**src/hw/rtl/rfc_pkg.sv**
```systemverilog
`timescale 1ns / 1ps
// ----------------------------------------------------------------------------
// rfc_pkg
// shared constants, codes and types of the remote frame checker
// ----------------------------------------------------------------------------
package rfc_pkg;

    localparam int FRAME_BYTES = 16;
    localparam int POS_W       = $clog2(FRAME_BYTES + 1);
    localparam int NUM_FIELDS  = 6;

    localparam logic [7:0] HDR0 = 8'h01;
    localparam logic [7:0] HDR1 = 8'h03;
    localparam logic [7:0] HDR3 = 8'h11;

    localparam logic [POS_W-1:0] POS_HDR0 = POS_W'(0);
    localparam logic [POS_W-1:0] POS_HDR1 = POS_W'(1);
    localparam logic [POS_W-1:0] POS_HDR3 = POS_W'(3);
    localparam logic [POS_W-1:0] POS_SUM  = POS_W'(15);
    localparam logic [POS_W-1:0] POS_LAST = POS_W'(FRAME_BYTES - 1);
    localparam logic [POS_W-1:0] POS_FULL = POS_W'(FRAME_BYTES);

    localparam logic [15:0] TIMEOUT_RESET = 16'd500;

    localparam logic FUNC_BYTE = 1'b0;
    localparam logic FUNC_TICK = 1'b1;

    typedef enum logic [1:0] {
        ERR_OK       = 2'd0,
        ERR_HEADER   = 2'd1,
        ERR_CHECKSUM = 2'd2,
        ERR_LENGTH   = 2'd3
    } t_err_code;

    typedef logic [7:0] t_fields [NUM_FIELDS];

    typedef struct packed {
        logic      done;
        logic      ok;
        t_err_code err;
    } t_verdict;

    // rolling code at byte 2, then joystick axes and buttons at bytes 4 to 8
    function automatic logic [POS_W-1:0] field_pos(input int idx);
        logic [POS_W-1:0] pos;
        if (idx == 0) begin
            pos = POS_W'(2);
        end else begin
            pos = POS_W'(idx + 3);
        end
        return pos;
    endfunction

endpackage

```
**src/hw/rtl/rfc_ifs.sv**
```systemverilog
`timescale 1ns / 1ps
// ----------------------------------------------------------------------------
// rfc item and result channels
// valid/ready channels for input items and result items
// ----------------------------------------------------------------------------
interface rfc_item_if;
    logic       valid;
    logic       ready;
    logic       func;
    logic [7:0] data_byte;
    logic       frame_last;

    modport source (output valid, func, data_byte, frame_last, input ready);
    modport sink   (input valid, func, data_byte, frame_last, output ready);
endinterface

interface rfc_result_if;
    logic       valid;
    logic       ready;
    logic       frame_done;
    logic       frame_ok;
    logic [1:0] error_code;
    logic [7:0] seq_code;
    logic [7:0] right_x;
    logic [7:0] right_y;
    logic [7:0] left_x;
    logic [7:0] left_y;
    logic [7:0] buttons;
    logic       online;

    modport source (output valid, frame_done, frame_ok, error_code, seq_code,
                    right_x, right_y, left_x, left_y, buttons, online, input ready);
    modport sink   (input valid, frame_done, frame_ok, error_code, seq_code,
                    right_x, right_y, left_x, left_y, buttons, online, output ready);
endinterface

```
**src/hw/rtl/rfc_frame_check.sv**
```systemverilog
`timescale 1ns / 1ps
// ----------------------------------------------------------------------------
// rfc_frame_check
// frame assembly, running checksum, header check and verdict per byte
// ----------------------------------------------------------------------------
module rfc_frame_check
    import rfc_pkg::*;
(
    input  logic     i_clk,
    input  logic     i_rst_n,
    input  logic     i_take,
    input  logic     i_last,
    input  logic [7:0] i_data,
    output t_verdict o_verdict,
    output t_fields  o_fields
);

    logic [POS_W-1:0] r_pos, n_pos;
    logic [7:0]       r_sum, n_sum;
    logic             r_hdr, n_hdr;
    logic [7:0]       r_seen, n_seen;
    t_fields          r_pend, n_pend;
    logic             length_good;

    always_comb begin
        n_pos  = r_pos;
        n_sum  = r_sum;
        n_hdr  = r_hdr;
        n_seen = r_seen;
        n_pend = r_pend;
        if (r_pos >= POS_FULL) begin
            n_pos = POS_FULL;
        end else begin
            if (r_pos < POS_SUM) begin
                n_sum = r_sum + i_data;
            end
            if ((r_pos == POS_HDR0 && i_data != HDR0) ||
                (r_pos == POS_HDR1 && i_data != HDR1) ||
                (r_pos == POS_HDR3 && i_data != HDR3)) begin
                n_hdr = 1'b0;
            end
            for (int i = 0; i < NUM_FIELDS; i++) begin
                if (r_pos == field_pos(i)) begin
                    n_pend[i] = i_data;
                end
            end
            if (r_pos == POS_SUM) begin
                n_seen = i_data;
            end
            n_pos = r_pos + POS_W'(1);
        end
    end

    assign length_good = (r_pos == POS_LAST);

    always_comb begin
        o_verdict.done = i_take && i_last;
        o_verdict.err  = ERR_OK;
        if (o_verdict.done) begin
            if (!length_good) begin
                o_verdict.err = ERR_LENGTH;
            end else if (!n_hdr) begin
                o_verdict.err = ERR_HEADER;
            end else if (n_sum != n_seen) begin
                o_verdict.err = ERR_CHECKSUM;
            end
        end
        o_verdict.ok = o_verdict.done && (o_verdict.err == ERR_OK);
    end

    assign o_fields = n_pend;

    always_ff @(posedge i_clk) begin
        if (!i_rst_n || (i_take && i_last)) begin
            r_pos  <= '0;
            r_sum  <= '0;
            r_hdr  <= 1'b1;
            r_seen <= '0;
            for (int i = 0; i < NUM_FIELDS; i++) begin
                r_pend[i] <= '0;
            end
        end else if (i_take) begin
            r_pos  <= n_pos;
            r_sum  <= n_sum;
            r_hdr  <= n_hdr;
            r_seen <= n_seen;
            r_pend <= n_pend;
        end
    end

endmodule

```
**src/hw/rtl/remote_frame_check_and_link_watch.sv**
```systemverilog
`timescale 1ns / 1ps
// ----------------------------------------------------------------------------
// remote_frame_check_and_link_watch
// remote-control frame checker with link watchdog
// ----------------------------------------------------------------------------
// Every item, payload byte or millisecond tick, gives exactly one result, and
// one item is taken every clock cycle: the frame state, checksum and verdict
// are settled in the cycle of the transfer and the result sits in an output
// register, valid in the next cycle, and input ready only drops while a
// finished result is stalled at the output. A frame passes when it has
// FRAME_BYTES bytes, the header bytes are right and byte 15 matches the
// running sum; a good frame refreshes the held fields and restarts the tick
// count. The timeout register may be written at any time the block is idle.
module remote_frame_check_and_link_watch
    import rfc_pkg::*;
(
    input  logic         i_clk,
    input  logic         i_rst_n,
    input  logic         i_cfg_we,
    input  logic [15:0]  i_cfg_wdata,
    rfc_item_if.sink     i_item,
    rfc_result_if.source o_result
);

    logic        take, take_byte, take_tick;
    t_verdict    verdict;
    t_fields     pend_fields;
    t_fields     r_held, n_held;
    logic [15:0] r_timeout;
    logic [15:0] r_ticks, n_ticks;
    logic        r_ever, n_ever;
    logic        n_online;

    logic        r_valid;
    logic        r_done, r_ok, r_online;
    logic [1:0]  r_err;

    assign i_item.ready = !r_valid || o_result.ready;
    assign take      = i_item.valid && i_item.ready;
    assign take_byte = take && (i_item.func == FUNC_BYTE);
    assign take_tick = take && (i_item.func == FUNC_TICK);

    rfc_frame_check u_frame_check (
        .i_clk     (i_clk),
        .i_rst_n   (i_rst_n),
        .i_take    (take_byte),
        .i_last    (i_item.frame_last),
        .i_data    (i_item.data_byte),
        .o_verdict (verdict),
        .o_fields  (pend_fields)
    );

    always_comb begin
        n_ticks = r_ticks;
        n_ever  = r_ever;
        n_held  = r_held;
        if (take_tick && (r_ticks < r_timeout)) begin
            n_ticks = r_ticks + 16'd1;
        end
        if (verdict.ok) begin
            n_ticks = '0;
            n_ever  = 1'b1;
            n_held  = pend_fields;
        end
        n_online = n_ever && (n_ticks < r_timeout);
    end

    always_ff @(posedge i_clk) begin
        if (!i_rst_n) begin
            r_timeout <= TIMEOUT_RESET;
        end else if (i_cfg_we) begin
            r_timeout <= i_cfg_wdata;
        end
    end

    always_ff @(posedge i_clk) begin
        if (!i_rst_n) begin
            r_ticks <= '0;
            r_ever  <= 1'b0;
            for (int i = 0; i < NUM_FIELDS; i++) begin
                r_held[i] <= '0;
            end
        end else if (take) begin
            r_ticks <= n_ticks;
            r_ever  <= n_ever;
            r_held  <= n_held;
        end
    end

    always_ff @(posedge i_clk) begin
        if (!i_rst_n) begin
            r_valid <= 1'b0;
        end else if (take) begin
            r_valid <= 1'b1;
        end else if (o_result.ready) begin
            r_valid <= 1'b0;
        end
    end

    // result payload
    always_ff @(posedge i_clk) begin
        if (take) begin
            r_done   <= verdict.done;
            r_ok     <= verdict.ok;
            r_err    <= verdict.err;
            r_online <= n_online;
        end
    end

    assign o_result.valid        = r_valid;
    assign o_result.frame_done   = r_done;
    assign o_result.frame_ok     = r_ok;
    assign o_result.error_code   = r_err;
    assign o_result.seq_code     = r_held[0];
    assign o_result.right_x      = r_held[1];
    assign o_result.right_y      = r_held[2];
    assign o_result.left_x       = r_held[3];
    assign o_result.left_y       = r_held[4];
    assign o_result.buttons      = r_held[5];
    assign o_result.online       = r_online;

endmodule

```
**src/flat_wrapper.sv**
```systemverilog
// flat-port wrapper written by rule: the top's interface ports become plain ports
module remote_frame_check_and_link_watch_flat import rfc_pkg::*;
  (i_clk, i_rst_n, i_cfg_we, i_cfg_wdata, i_item_valid, i_item_func, i_item_data_byte, i_item_frame_last, i_item_ready, o_result_valid, o_result_frame_done, o_result_frame_ok, o_result_error_code, o_result_seq_code, o_result_right_x, o_result_right_y, o_result_left_x, o_result_left_y, o_result_buttons, o_result_online, o_result_ready);
  rfc_item_if i_item_i ();
  rfc_result_if o_result_i ();
  input  logic i_clk;
  input  logic i_rst_n;
  input  logic i_cfg_we;
  input  logic [15:0] i_cfg_wdata;
  input wire logic [$bits(i_item_i.valid)-1:0] i_item_valid;
  input wire logic [$bits(i_item_i.func)-1:0] i_item_func;
  input wire logic [$bits(i_item_i.data_byte)-1:0] i_item_data_byte;
  input wire logic [$bits(i_item_i.frame_last)-1:0] i_item_frame_last;
  output wire logic [$bits(i_item_i.ready)-1:0] i_item_ready;
  output wire logic [$bits(o_result_i.valid)-1:0] o_result_valid;
  output wire logic [$bits(o_result_i.frame_done)-1:0] o_result_frame_done;
  output wire logic [$bits(o_result_i.frame_ok)-1:0] o_result_frame_ok;
  output wire logic [$bits(o_result_i.error_code)-1:0] o_result_error_code;
  output wire logic [$bits(o_result_i.seq_code)-1:0] o_result_seq_code;
  output wire logic [$bits(o_result_i.right_x)-1:0] o_result_right_x;
  output wire logic [$bits(o_result_i.right_y)-1:0] o_result_right_y;
  output wire logic [$bits(o_result_i.left_x)-1:0] o_result_left_x;
  output wire logic [$bits(o_result_i.left_y)-1:0] o_result_left_y;
  output wire logic [$bits(o_result_i.buttons)-1:0] o_result_buttons;
  output wire logic [$bits(o_result_i.online)-1:0] o_result_online;
  input wire logic [$bits(o_result_i.ready)-1:0] o_result_ready;
  assign i_item_i.valid = i_item_valid;
  assign i_item_i.func = i_item_func;
  assign i_item_i.data_byte = i_item_data_byte;
  assign i_item_i.frame_last = i_item_frame_last;
  assign i_item_ready = i_item_i.ready;
  assign o_result_valid = o_result_i.valid;
  assign o_result_frame_done = o_result_i.frame_done;
  assign o_result_frame_ok = o_result_i.frame_ok;
  assign o_result_error_code = o_result_i.error_code;
  assign o_result_seq_code = o_result_i.seq_code;
  assign o_result_right_x = o_result_i.right_x;
  assign o_result_right_y = o_result_i.right_y;
  assign o_result_left_x = o_result_i.left_x;
  assign o_result_left_y = o_result_i.left_y;
  assign o_result_buttons = o_result_i.buttons;
  assign o_result_online = o_result_i.online;
  assign o_result_i.ready = o_result_ready;
  remote_frame_check_and_link_watch u_core (.i_clk(i_clk), .i_rst_n(i_rst_n), .i_cfg_we(i_cfg_we), .i_cfg_wdata(i_cfg_wdata), .i_item(i_item_i), .o_result(o_result_i));
endmodule
```
**config.mk**
```make
export PLATFORM = sky130hd
export DESIGN_NAME = remote_frame_check_and_link_watch_flat
export DESIGN_NICKNAME = d
export VERILOG_FILES = /design/src/hw/rtl/rfc_pkg.sv /design/src/hw/rtl/rfc_ifs.sv /design/src/hw/rtl/rfc_frame_check.sv /design/src/hw/rtl/remote_frame_check_and_link_watch.sv /design/src/flat_wrapper.sv
export SDC_FILE = /design/constraint.sdc
export NUM_CORES = 1
export LEC_CHECK = 0
export BUFFER_PORTS_ARGS = -buffer_cell sky130_fd_sc_hd__buf_2
export CAP_MARGIN = 30
export CELL_PAD_IN_SITES_DETAIL_PLACEMENT = 2
export CELL_PAD_IN_SITES_GLOBAL_PLACEMENT = 2
export CORE_UTILIZATION = 40
export DETAILED_ROUTE_END_ITERATION = 8
export HOLD_SLACK_MARGIN = 0.03
export PLACE_DENSITY = 0.91
export SLEW_MARGIN = 20
export SYNTH_ARGS = -nofsm -noshare
export SYNTH_HDL_FRONTEND = slang
export SYNTH_HIERARCHICAL = 1
export SYNTH_SLANG_ARGS = --single-unit
```
**constraint.sdc**
```tcl
create_clock -name i_clk -period 17 [get_ports i_clk]
set_clock_uncertainty 0.15 [all_clocks]
set_input_delay 5.1 -clock i_clk [delete_from_list [all_inputs] [get_ports i_clk]]
set_output_delay 5.1 -clock i_clk [all_outputs]
set_load 0.05 [all_outputs]
```
# Word level (Yosys, flattened, before mapping)
# Cells that the tools add are included.
[totals]
output_inout_bits = 55
word_cells = 94
ff_bits = 157
in_bits = 31
[classes]
n_eq_ne = 13
bitwise = 1
n_reduce_logical = 20
n_lt_le_gt_ge = 4
addsub = 3
muxes = 29
[ops]
columns = ["op", "count"]
rows = [
  ["8-bit 2-to-1 mux", 10],
  ["48-bit 2-to-1 mux", 1],
  ["5-bit 2-to-1 mux", 7],
  ["16-bit < comparator", 2],
  ["16-bit 2-to-1 mux", 2],
  ["5-bit == test", 6],
  ["16-bit by 1-bit adder with 16-bit output, second input constant", 1],
  ["1-bit logical AND", 10],
  ["8-bit adder", 1],
  ["2-bit 2-to-1 mux", 4],
  ["8-bit by 1-bit inequality test with 1-bit output, second input constant", 1],
  ["8-bit by 2-bit inequality test with 1-bit output, second input constant", 1],
  ["8-bit by 5-bit inequality test with 1-bit output, second input constant", 1],
  ["8-bit inequality test", 1],
  ["5-bit by 1-bit adder with 5-bit output, second input constant", 1],
  ["5-bit by 1-bit == test with 1-bit output, second input constant", 1],
  ["5-bit by 2-bit == test with 1-bit output, second input constant", 1],
  ["5-bit by 4-bit == test with 1-bit output, second input constant", 1],
  ["5-bit greater-or-equal comparator, second input constant", 1],
  ["5-bit zero test", 1],
  ["5-bit by 4-bit < comparator with 1-bit output, second input constant", 1],
  ["1-bit 2-to-1 mux", 5],
  ["1-bit logical OR", 4],
  ["1-bit zero test", 2],
  ["4 further kinds", 4],
]

# Longest topological paths before layout
# Gate-level depths: netlist (run 1).
[logic_depth]
depth_word = 14
depth_mapped = 21
depth_no_buf = 19

# Cells and area by module
# The synthesis (run 1) kept the hierarchy.
[by_module_without_submodules]
columns = ["mod", "seq_area_each_um2", "area_per_inst_um2", "n_inst", "cells_per_inst"]
rows = [
  ["remote_frame_check_and_link_watch", 1791.7, 4489.3, 1, 528],
  ["rfc_frame_check", 1401.3, 3968.8, 1, 428],
]

# Worst setup path after synthesis (run 1)
# Ideal clock, no wire load.
[synth_path]
kind = "in2out"
startpoint = "in o_result_ready"
endpoint = "out i_item_ready"
stages = 1
t_arrival_ps = 5561
slack_ps = 6189
path_buffers = 0
cell_sequence = "nand2b_1"
[synth_via]
elab_chain_cells = 1
[synth_lines]
columns = ["item", "line_no", "rtl"]
rows = [
  ["start, declared", "flat_wrapper.sv:26", "input wire logic [$bits(o_result_i.ready)-1:0] o_result_ready;"],
  ["1-bit logical OR", "remote_frame_check_and_link_watch.sv:38", "assign i_item.ready = !r_valid || o_result.ready;"],
  ["end, declared", "flat_wrapper.sv:14", "output wire logic [$bits(i_item_i.ready)-1:0] i_item_ready;"],
]
# No other way between the ends.

# Final worst setup path (run 1)
# Ends and elaborated chain as after synthesis.

==> flow_metrics.tcl, run 1 <==
set metrics [dict create \
    status "complete, no violations" \
    critPathLaunchType "primary input" \
    vias_per_cell 5.89 \
    io_buffers 85 \
    p_sw_share_pct 28.3 \
    grt_use_total_pct 29.8 \
    timing.final.ws_setup_ns 6.08 \
    insertion_delay_ns 0.44 \
    yosys.cell_types.count 72 \
    grt_start_max_net_pins 73 \
    synth_area_leaders "dfxtp_1, mux2i_1, mux2_2" \
    drv_cap 0 \
    n_antenna_cell 0 \
    power.internal_w 0.000610 \
    hold_path.class "reg2reg" \
    arrival_ns 5.67 \
    wl_per_cell_um 24.4 \
    drt_iter0_markers 400 \
    die_area_um2 21700 \
    cts_buffers 17 \
    final_cell_area_um2 9600 \
    core_area_um2 20500 \
    cts.sink_count 157 \
    seq_area_frac_synth_pct 37.8 \
    synth_flop_cell "dfxtp_1" \
    cp.required_ns 11.75 \
    synthesis.nets 1031 \
    place_congestion 0.814 \
    p_per_area_nw_per_um2 88.7 \
    final_nets 1082 \
    hold_ws_ns 0.319 \
    worst_slew_pin_slew_ns 0.955 \
    initial_core_util_pct 41.3 \
    die_x_um 147 \
    num-fill-cells 2241 \
    combPwrFrac_pct 9.2 \
    finalHoldViolations 0 \
    fin_crit_ns 10.92 \
    place_ws_ns 6.10 \
    antenna_found_initial 0 \
    gr-total-overflow 0 \
    fin_crit_sh_pct 64.2 \
    crit_path_max_fanout 5 \
    postRouteAntennaNets 0 \
    max_freq_mhz 91.6 \
    seq_power_share_pct 44.5 \
    synth_edf_count 5 \
    clockBufferDepth 2 \
    drc_errors 0 \
    dpl.hpwl_mm 18.5 \
    setup_tns_ns 0 \
    synth.most_common_cell "dfxtp_1" \
    cts_tree "done" \
    rsz0062_at_grt "false" \
    routed_wl_mm 31.5 \
    syn_area_per_cell_um2 8.85 \
    peakVddDrop_v 0.0000658 \
    syn_area_um2 8460 \
    p_clk_share_pct 46.3 \
    postSynth.asyncResetShare_pct 0 \
    first_pass_iters 5 \
    syn_to_final_growth_pct 13.5 \
    netlist_instances 956 \
    cp-end-kind "output port" \
    synth_area_leader_cell "dfxtp_1" \
    critPathKind "in2out" \
    io_pins 86 \
    setup_viol 0 \
    power.switching_w 0.000241 \
    cts_resized 0 \
    path_clk_slew_ns 0.07 \
    clockRootBuffer "clkbuf_16" \
    vias 7594 \
    ys_seq_elements 157 \
    slew_violations 0 \
    drive_gt1_share_pct 19.3 \
    cts_htree_levels 4 \
    p_total_w 0.000851 \
    grt_pass1_wl_mm 49.7 \
    ys_top_cells_by_count "dfxtp_1, nand2_1, nor2_1" \
    yosysTopAreaCellShare_pct 36.0 \
    postCtsHoldBufs 0 \
    cts_setup_buffers 0 \
    p_leak_nw 3.90 \
    grt_pass1_vias 8573 \
    die_h_um 147 \
    yosys_warnings 6 \
    num_rows 52 \
    placed_area_um2 9010 \
    maxSlewHeadroom_pct 36.3 \
]
-- critical path, cell delays in order --
cell and delay [ns]:
buf_2 0.07, nand2b_1 0.19, buf_2 0.30
-- sequential cells by signal, indices dropped and copies added, names as in the netlist --
name	count
u_core/o_result.buttons	8
u_core/o_result.error_code	2
u_core/o_result.frame_done	1
u_core/o_result.frame_ok	1
u_core/o_result.left_x	8
u_core/o_result.left_y	8
u_core/o_result.online	1
u_core/o_result.right_x	8
u_core/o_result.right_y	8
u_core/o_result.seq_code	8
u_core/o_result.valid	1
u_core/r_ever	1
u_core/r_ticks	16
u_core/r_timeout	16
u_core/u_frame_check/r_hdr	1
u_core/u_frame_check/r_pend	48
u_core/u_frame_check/r_pos	5
u_core/u_frame_check/r_seen	8
u_core/u_frame_check/r_sum	8
-- cell type report --
type / count / area [um^2] / share of cell area, %
Clock buffer: 18 / 429 / 4.47
Clock inverter: 14 / 150 / 1.56
Inverter: 32 / 120 / 1.25
Multi-Input combinational cell: 705 / 4870 / 50.8
Sequential cell: 157 / 3190 / 33.3
Tap cell: 270 / 338 / 3.52
Timing Repair Buffer: 94 / 498 / 5.19
-- final timing paths --
check	endpoint	slack, ns	start	cells past startpoint
setup reg to reg	u_core/o_result.online	11.10	u_core/u_frame_check/r_pos[0]	18
setup / recovery	i_item_ready	6.08	o_result_ready	3
hold / removal	u_core/u_frame_check/r_seen[5]	0.32	u_core/u_frame_check/r_seen[5]	2
hold reg to reg	u_core/u_frame_check/r_seen[5]	0.32	u_core/u_frame_check/r_seen[5]	2
-- layer usage --
| metal | up-vias | wire [um] | global-route usage [%] |
|---|---|---|---|
| met2 | 232 | 16500 | 54.9 |
| met3 | 78 | 1060 | 4.48 |
| li1 | 3456 | - | - |
| met5 | - | 0 | 0 |
| met1 | 3828 | 12900 | 33.9 |
| met4 | 0 | 1060 | 13.2 |
-- power groups by stage --
stage	sequential, W	clock, W	combinational, W
3_3_place_gp	0.000387	0	0.0000703
2_1_floorplan	0.000389	0	0.0000485
3_5_place_dp	0.000387	0	0.0000744
5_1_grt	0.000379	0.000416	0.0000832
6_report	0.000379	0.000394	0.0000781
4_1_cts	0.000379	0.000401	0.0000775
-- per-stage QoR --
step                      util, %  instances
final                        46.9       1290
after global routing         46.9       1290
after CTS                    46.8       1289
after detailed placement     44.0       1257
after global placement       43.9       1256
after floorplan                 -        956
-- logic make-up after synthesis --
| kind of cell | share of synthesized area (%) |
|---|---|
| xor gates and xnor gates | 1.76 |
| DFF | 37.8 |
| adders and majority gates | 6.60 |
| and+or+nand+nor | 20.0 |
| buffers and inverters | 4.73 |
| AOI/OAI and AO/OA | 14.2 |
| muxes | 14.9 |
-- cell usage in the layout (no fill, tap or decap), drive strengths merged, types with 7 or more instances in the layout --
master  netlist  final
a21boi       51     51
a21oi        39     39
a31oi         7      7
and3         13     13
buf          17     94
clkbuf       45     18
dfxtp       152    152
ha           43     43
inv          32     42
mux2         48     48
mux2i        72     72
nand2       143    143
nand3        31     31
nand4        11     11
nor2         83     83
nor2b        14     14
o211ai       15     15
o21ai        27     27
or3          12     12
or4          10     10
xnor2        12     12
Power figures use the tool's default switching activity.
==> run 2: changes to the inputs <==
--- a/config.mk
+++ b/config.mk
@@ -9,10 +9,10 @@
 export CAP_MARGIN = 30
 export CELL_PAD_IN_SITES_DETAIL_PLACEMENT = 2
 export CELL_PAD_IN_SITES_GLOBAL_PLACEMENT = 2
-export CORE_UTILIZATION = 40
+export CORE_UTILIZATION = 33
 export DETAILED_ROUTE_END_ITERATION = 8
 export HOLD_SLACK_MARGIN = 0.03
-export PLACE_DENSITY = 0.91
+export PLACE_DENSITY = 0.81
 export SLEW_MARGIN = 20
 export SYNTH_ARGS = -nofsm -noshare
 export SYNTH_HDL_FRONTEND = slang
==> constraint.sdc (replaced) <==
create_clock -name i_clk -period 9.5 [get_ports i_clk]
set_clock_uncertainty 0.15 [all_clocks]
set_input_delay 2.85 -clock i_clk [delete_from_list [all_inputs] [get_ports i_clk]]
set_output_delay 2.85 -clock i_clk [all_outputs]
set_load 0.05 [all_outputs]
==> flow_metrics.tcl, run 2 (synthesized netlist as in run 1, its figures left out) <==
set metrics [dict create \
    status "complete, no violations" \
    num_rows 58 \
    grt_pass1_wl_mm 42.7 \
    fin_util_pct 38.6 \
    cts.sink_count 157 \
    rsz0062_at_grt "false" \
    vias_per_cell 5.32 \
    vias 7177 \
    regMostFlops "u_core/u_frame_check/r_pend" \
    num-fill-cells 2821 \
    setup_viol 0 \
    die_x_um 162 \
    crit_path_max_fanout 14 \
    core_area_um2 25200 \
    gr-total-overflow 0 \
    critical-path-top-delay-family "compound AO/OA/AOI/OAI gates" \
    p_per_area_nw_per_um2 157 \
    p_leak_nw 3.92 \
    maxSlewHeadroom_pct 36.0 \
    placed_area_um2 9090 \
    wl_per_cell_um 19.7 \
    postCtsHoldBufs 0 \
    cts_tree "done" \
    cts_htree_levels 4 \
    drive_gt1_share_pct 19.5 \
    critPathKind "in2reg" \
    grt_use_total_pct 20.8 \
    postRouteAntennaNets 0 \
    peakVddDrop_v 0.0000917 \
    worstSetupStartpoint "i_item_data_byte[0]" \
    place_ws_ns 1.23 \
    final_cell_area_um2 9720 \
    hold_path.class "reg2reg" \
    die_area_um2 26300 \
    drt_iter0_markers 260 \
    seq_area_um2 3190 \
    grt_pass1_vias 7871 \
    antenna_found_initial 0 \
    first_pass_iters 7 \
    arrival_ns 7.67 \
    slew_violations 0 \
    timing.final.ws_setup_ns 1.98 \
    reg_top3 "u_core/u_frame_check/r_pend (48), u_core/r_ticks (16), u_core/r_timeout (16)" \
    initial_core_util_pct 33.6 \
    drc_errors 0 \
    insertion_delay_ns 0.43 \
    dpl.hpwl_mm 18.3 \
    hold_start "u_core/u_frame_check/r_seen[4]" \
    clockRootBuffer "clkbuf_16" \
    finalHoldViolations 0 \
    setup_tns_ns 0 \
    die_h_um 162 \
    critPathSlowestCell "and3_1" \
    syn_to_final_growth_pct 14.9 \
    multi_input_area_um2 4880 \
    worst_slew_pin_slew_ns 0.958 \
    fin_crit_ns 7.52 \
    cts_buffers 17 \
    max_freq_mhz 133 \
    cp.required_ns 9.65 \
    fin_crit_sh_pct 79.2 \
    io_buffers 85 \
    largest_register_ffs 48 \
    drv_cap 0 \
    cts_setup_buffers 0 \
    place_congestion 0.866 \
    critical_path.reg2reg.startpoint "u_core/u_frame_check/r_pos[0]" \
    cts_resized 0 \
    max_stage_delay_ns 0.57 \
    cp_num_buf_inv 1 \
    clockBufferDepth 2 \
    final_nets 1082 \
    path_clk_slew_ns 0.07 \
    path_cells "buf_2 -> ha_1 -> fa_1 -> a21o_1 -> a221oi_1 -> xnor2_1 -> nand3_1 -> a211oi_1 -> and3_1 -> a21oi_1 -> ha_1 -> a211oi_1 -> nor2_1 -> a2111oi_0 -> a21oi_1 -> a2111oi_0 -> and3_1" \
    critPathLaunchType "primary input" \
    routed_wl_mm 26.7 \
    mostFrequentLayoutCells "dfxtp_1, nand2_1, buf_2" \
    cp-end-kind "register" \
    grt_start_max_net_pins 73 \
    layout_commonest_cell "dfxtp_1" \
    io_pins 86 \
    n_antenna_cell 0 \
]
## run 2: layer usage
| layer | track usage (%) | part of all wire (%) |
|---|---|---|
| met3 | 3.91 | 2.9 |
| met2 | 36.4 | 50 |
| met1 | 25.9 | 46 |
| met5 | 0 | 0 |
| met4 | 5.70 | 1.5 |
## run 2: power breakdown
part           leakage [nW]  switching (W)  internal (W)  total, W
Sequential             1.28     0.00000691      0.000670  0.000677
Combinational          2.34      0.0000849     0.0000473  0.000132
Clock                 0.296       0.000334      0.000379  0.000713
Total                  3.92       0.000426       0.00110   0.00152
## run 2: area by class of cell
class	count	area share (%)
Tap cell	330	4.25
Clock buffer	18	4.41
Inverter	32	1.24
Clock inverter	14	1.74
Sequential cell	157	32.8
Timing Repair Buffer	94	5.34
Multi-Input combinational cell	705	50.2
## run 2: worst min-delay path: stages (launching register included)
cell,delay [ns]
dfxtp_1,0.31
nand2_1,0.05
a21oi_1,0.05
## run 2: worst paths after layout
path                                    end  slack, ns  depth (start not counted)
max                  u_core/o_result.online       1.98                         17
min reg2reg  u_core/u_frame_check/r_seen[4]       0.31                          2
max reg2reg          u_core/o_result.online       3.80                         18
min          u_core/u_frame_check/r_seen[4]       0.31                          2
## run 2: metrics by stage
| step | total power (W) | cells | hold WS [ns] |
|---|---|---|---|
| final | 0.00152 | 1350 | 0.309 |
| after CTS | 0.00154 | 1348 | 0.312 |
| after global routing | 0.00158 | 1350 | 0.342 |
| after floorplan | 0.000782 | 956 | 0.285 |
| after global placement | 0.000819 | 1314 | 0.293 |
| after detailed placement | 0.000824 | 1316 | 0.299 |
==> run 3: changes to the inputs <==
--- a/config.mk
+++ b/config.mk
@@ -9,10 +9,10 @@
 export CAP_MARGIN = 30
 export CELL_PAD_IN_SITES_DETAIL_PLACEMENT = 2
 export CELL_PAD_IN_SITES_GLOBAL_PLACEMENT = 2
-export CORE_UTILIZATION = 33
+export CORE_UTILIZATION = 37
 export DETAILED_ROUTE_END_ITERATION = 8
 export HOLD_SLACK_MARGIN = 0.03
-export PLACE_DENSITY = 0.81
+export PLACE_DENSITY = 0.86
 export SLEW_MARGIN = 20
 export SYNTH_ARGS = -nofsm -noshare
 export SYNTH_HDL_FRONTEND = slang
==> constraint.sdc (replaced) <==
create_clock -name i_clk -period 7.55 [get_ports i_clk]
set_clock_uncertainty 0.15 [all_clocks]
set_input_delay 2.265 -clock i_clk [delete_from_list [all_inputs] [get_ports i_clk]]
set_output_delay 2.265 -clock i_clk [all_outputs]
set_load 0.05 [all_outputs]
==> flow_metrics.tcl, run 3 (synthesized netlist as in run 1, its figures left out) <==
set metrics [dict create \
    die_area_um2 23500 \
    rsz0062_at_grt "false" \
    final_nets 1088 \
    wl_per_cell_um 21.8 \
    hold_path.class "reg2reg" \
    num_rows 54 \
    critical_path.reg2reg.startpoint "u_core/u_frame_check/r_pos[1]" \
    crit_path_max_fanout 13 \
    worst_slew_pin_slew_ns 0.907 \
    vias 7385 \
    use_met1_pct 29.2 \
    grt_pass1_vias 8238 \
    clockBufferDepth 2 \
    ff2ff_path_depth 18 \
    num-fill-cells 2439 \
    cts_tree "done" \
    rrSetupSlack_ns 1.65 \
    p_per_area_nw_per_um2 194 \
    top_usage_layer "met2" \
    fin_crit_sh_pct 93.9 \
    grt_use_total_pct 24.7 \
    n_antenna_cell 0 \
    reg_top3 "u_core/u_frame_check/r_pend (48), u_core/r_ticks (16), u_core/r_timeout (16)" \
    cts_resized 0 \
    dpl.hpwl_mm 19.0 \
    mostFrequentLayoutCells "dfxtp_1, nand2_1, buf_2" \
    die_x_um 153 \
    layout_commonest_cell "dfxtp_1" \
    initial_core_util_pct 38.3 \
    cp.required_ns 7.69 \
    clockRootBuffer "clkbuf_16" \
    max_freq_mhz 141 \
    grt_util_met3_pct 3.91 \
    cts_htree_levels 4 \
    core_area_um2 22100 \
    io_pins 86 \
    postCtsHoldBufs 0 \
    drive_gt1_share_pct 19.8 \
    cts_buffers 17 \
    cts_setup_buffers 0 \
    antenna_found_initial 0 \
    drv_cap 0 \
    status "complete, no violations" \
    setup_viol 0 \
    slew_violations 0 \
    cp-end-kind "register" \
    gr-total-overflow 0 \
    place_ws_ns 0.0894 \
    drc_errors 0 \
    routed_wl_mm 28.5 \
    regMostFlops "u_core/u_frame_check/r_pend" \
    worstSetupEndpoint "u_core/o_result.online" \
    hold_ws_ns 0.311 \
    drt_iter0_markers 334 \
    setup_tns_ns 0 \
    fin_crit_ns 7.09 \
    vias_per_cell 5.65 \
    grt_pass1_wl_mm 45.1 \
    arrival_ns 7.23 \
    p_leak_nw 3.91 \
    worstSetupStartpoint "i_item_data_byte[0]" \
    largest_register_ffs 48 \
    die_h_um 153 \
    r2r-end "u_core/o_result.online" \
    critPathKind "in2reg" \
    place_congestion 0.852 \
    cts.sink_count 157 \
    timing.final.ws_setup_ns 0.458 \
    first_pass_iters 5 \
    path_clk_slew_ns 0.06 \
    postRouteAntennaNets 0 \
    insertion_delay_ns 0.43 \
    syn_to_final_growth_pct 13.8 \
    finalHoldViolations 0 \
    io_buffers 85 \
    grt_start_max_net_pins 71 \
    peakVddDrop_v 0.000167 \
    critPathLaunchType "primary input" \
    maxSlewHeadroom_pct 39.6 \
    use_met2_pct 44.6 \
]
[run 3: cell count changes in the layout (fill, tap and decap cells not counted), sizes merged]
cell      delta
clkbuf       +2
buf          +6
clkinvlp     +1
inv          -2
bufinv       -1
[run 3: worst max-delay path: stages]
cell       delay [ns]
buf_2            0.17
ha_1             0.26
fa_1             0.44
a21o_1           0.19
a221oi_1         0.40
xnor2_1          0.18
nand3_1          0.11
a211oi_1         0.32
and3_1           0.54
buf_4            0.24
nor2_1           0.05
ha_1             0.32
a21o_1           0.21
a2111oi_0        0.58
a21oi_1          0.22
a2111oi_0        0.47
and3_1           0.23
[run 3: worst min-delay path by stage]
stage | start | endpoint | slack [ns] | depth (start not counted)
floorplan | u_core/r_ever | u_core/r_ever | 0.29 | 1
global placement | u_core/u_frame_check/r_seen[0] | u_core/u_frame_check/r_seen[0] | 0.29 | 2
detailed placement | u_core/u_frame_check/r_seen[2] | u_core/u_frame_check/r_seen[2] | 0.30 | 2
CTS | u_core/u_frame_check/r_seen[2] | u_core/u_frame_check/r_seen[2] | 0.31 | 2
global route | u_core/u_frame_check/r_seen[6] | u_core/u_frame_check/r_seen[6] | 0.33 | 2
finish | u_core/u_frame_check/r_seen[2] | u_core/u_frame_check/r_seen[2] | 0.31 | 2
[run 3: report_power, final]
group          switching, W  internal (W)
sequential       0.00000898      0.000844
clock              0.000398      0.000441
combinational      0.000111     0.0000616
total              0.000518       0.00135
[run 3: area by class of cell]
cell class	count	area (um^2)	share of cell area [%]
well taps	280	350	3.64
inverters	32	120	1.25
clock buffers	20	447	4.64
multi-input cells	705	4880	50.7
clock inverters	12	103	1.07
repair buffers	100	536	5.56
flip-flops and latches	157	3190	33.2
[run 3: metal layers]
layer  vias to the layer above  share of wire (%)
li1                       3464                  -
met1                      3725                 43
met2                       152                 52
met3                        44                3.1
met4                         0                2.2
met5                         -                  0
[run 3: metrics by stage]
stage | std cells | total power [W] | area, um^2 | util [%]
2_1_floorplan | 956 | 0.000984 | 8460 | -
3_3_place_gp | 1273 | 0.00103 | 9070 | 41.1
3_5_place_dp | 1273 | 0.00104 | 9070 | 41.1
4_1_cts | 1305 | 0.00188 | 9620 | 43.5
5_1_grt | 1306 | 0.00192 | 9620 | 43.6
6_report | 1306 | 0.00186 | 9620 | 43.6
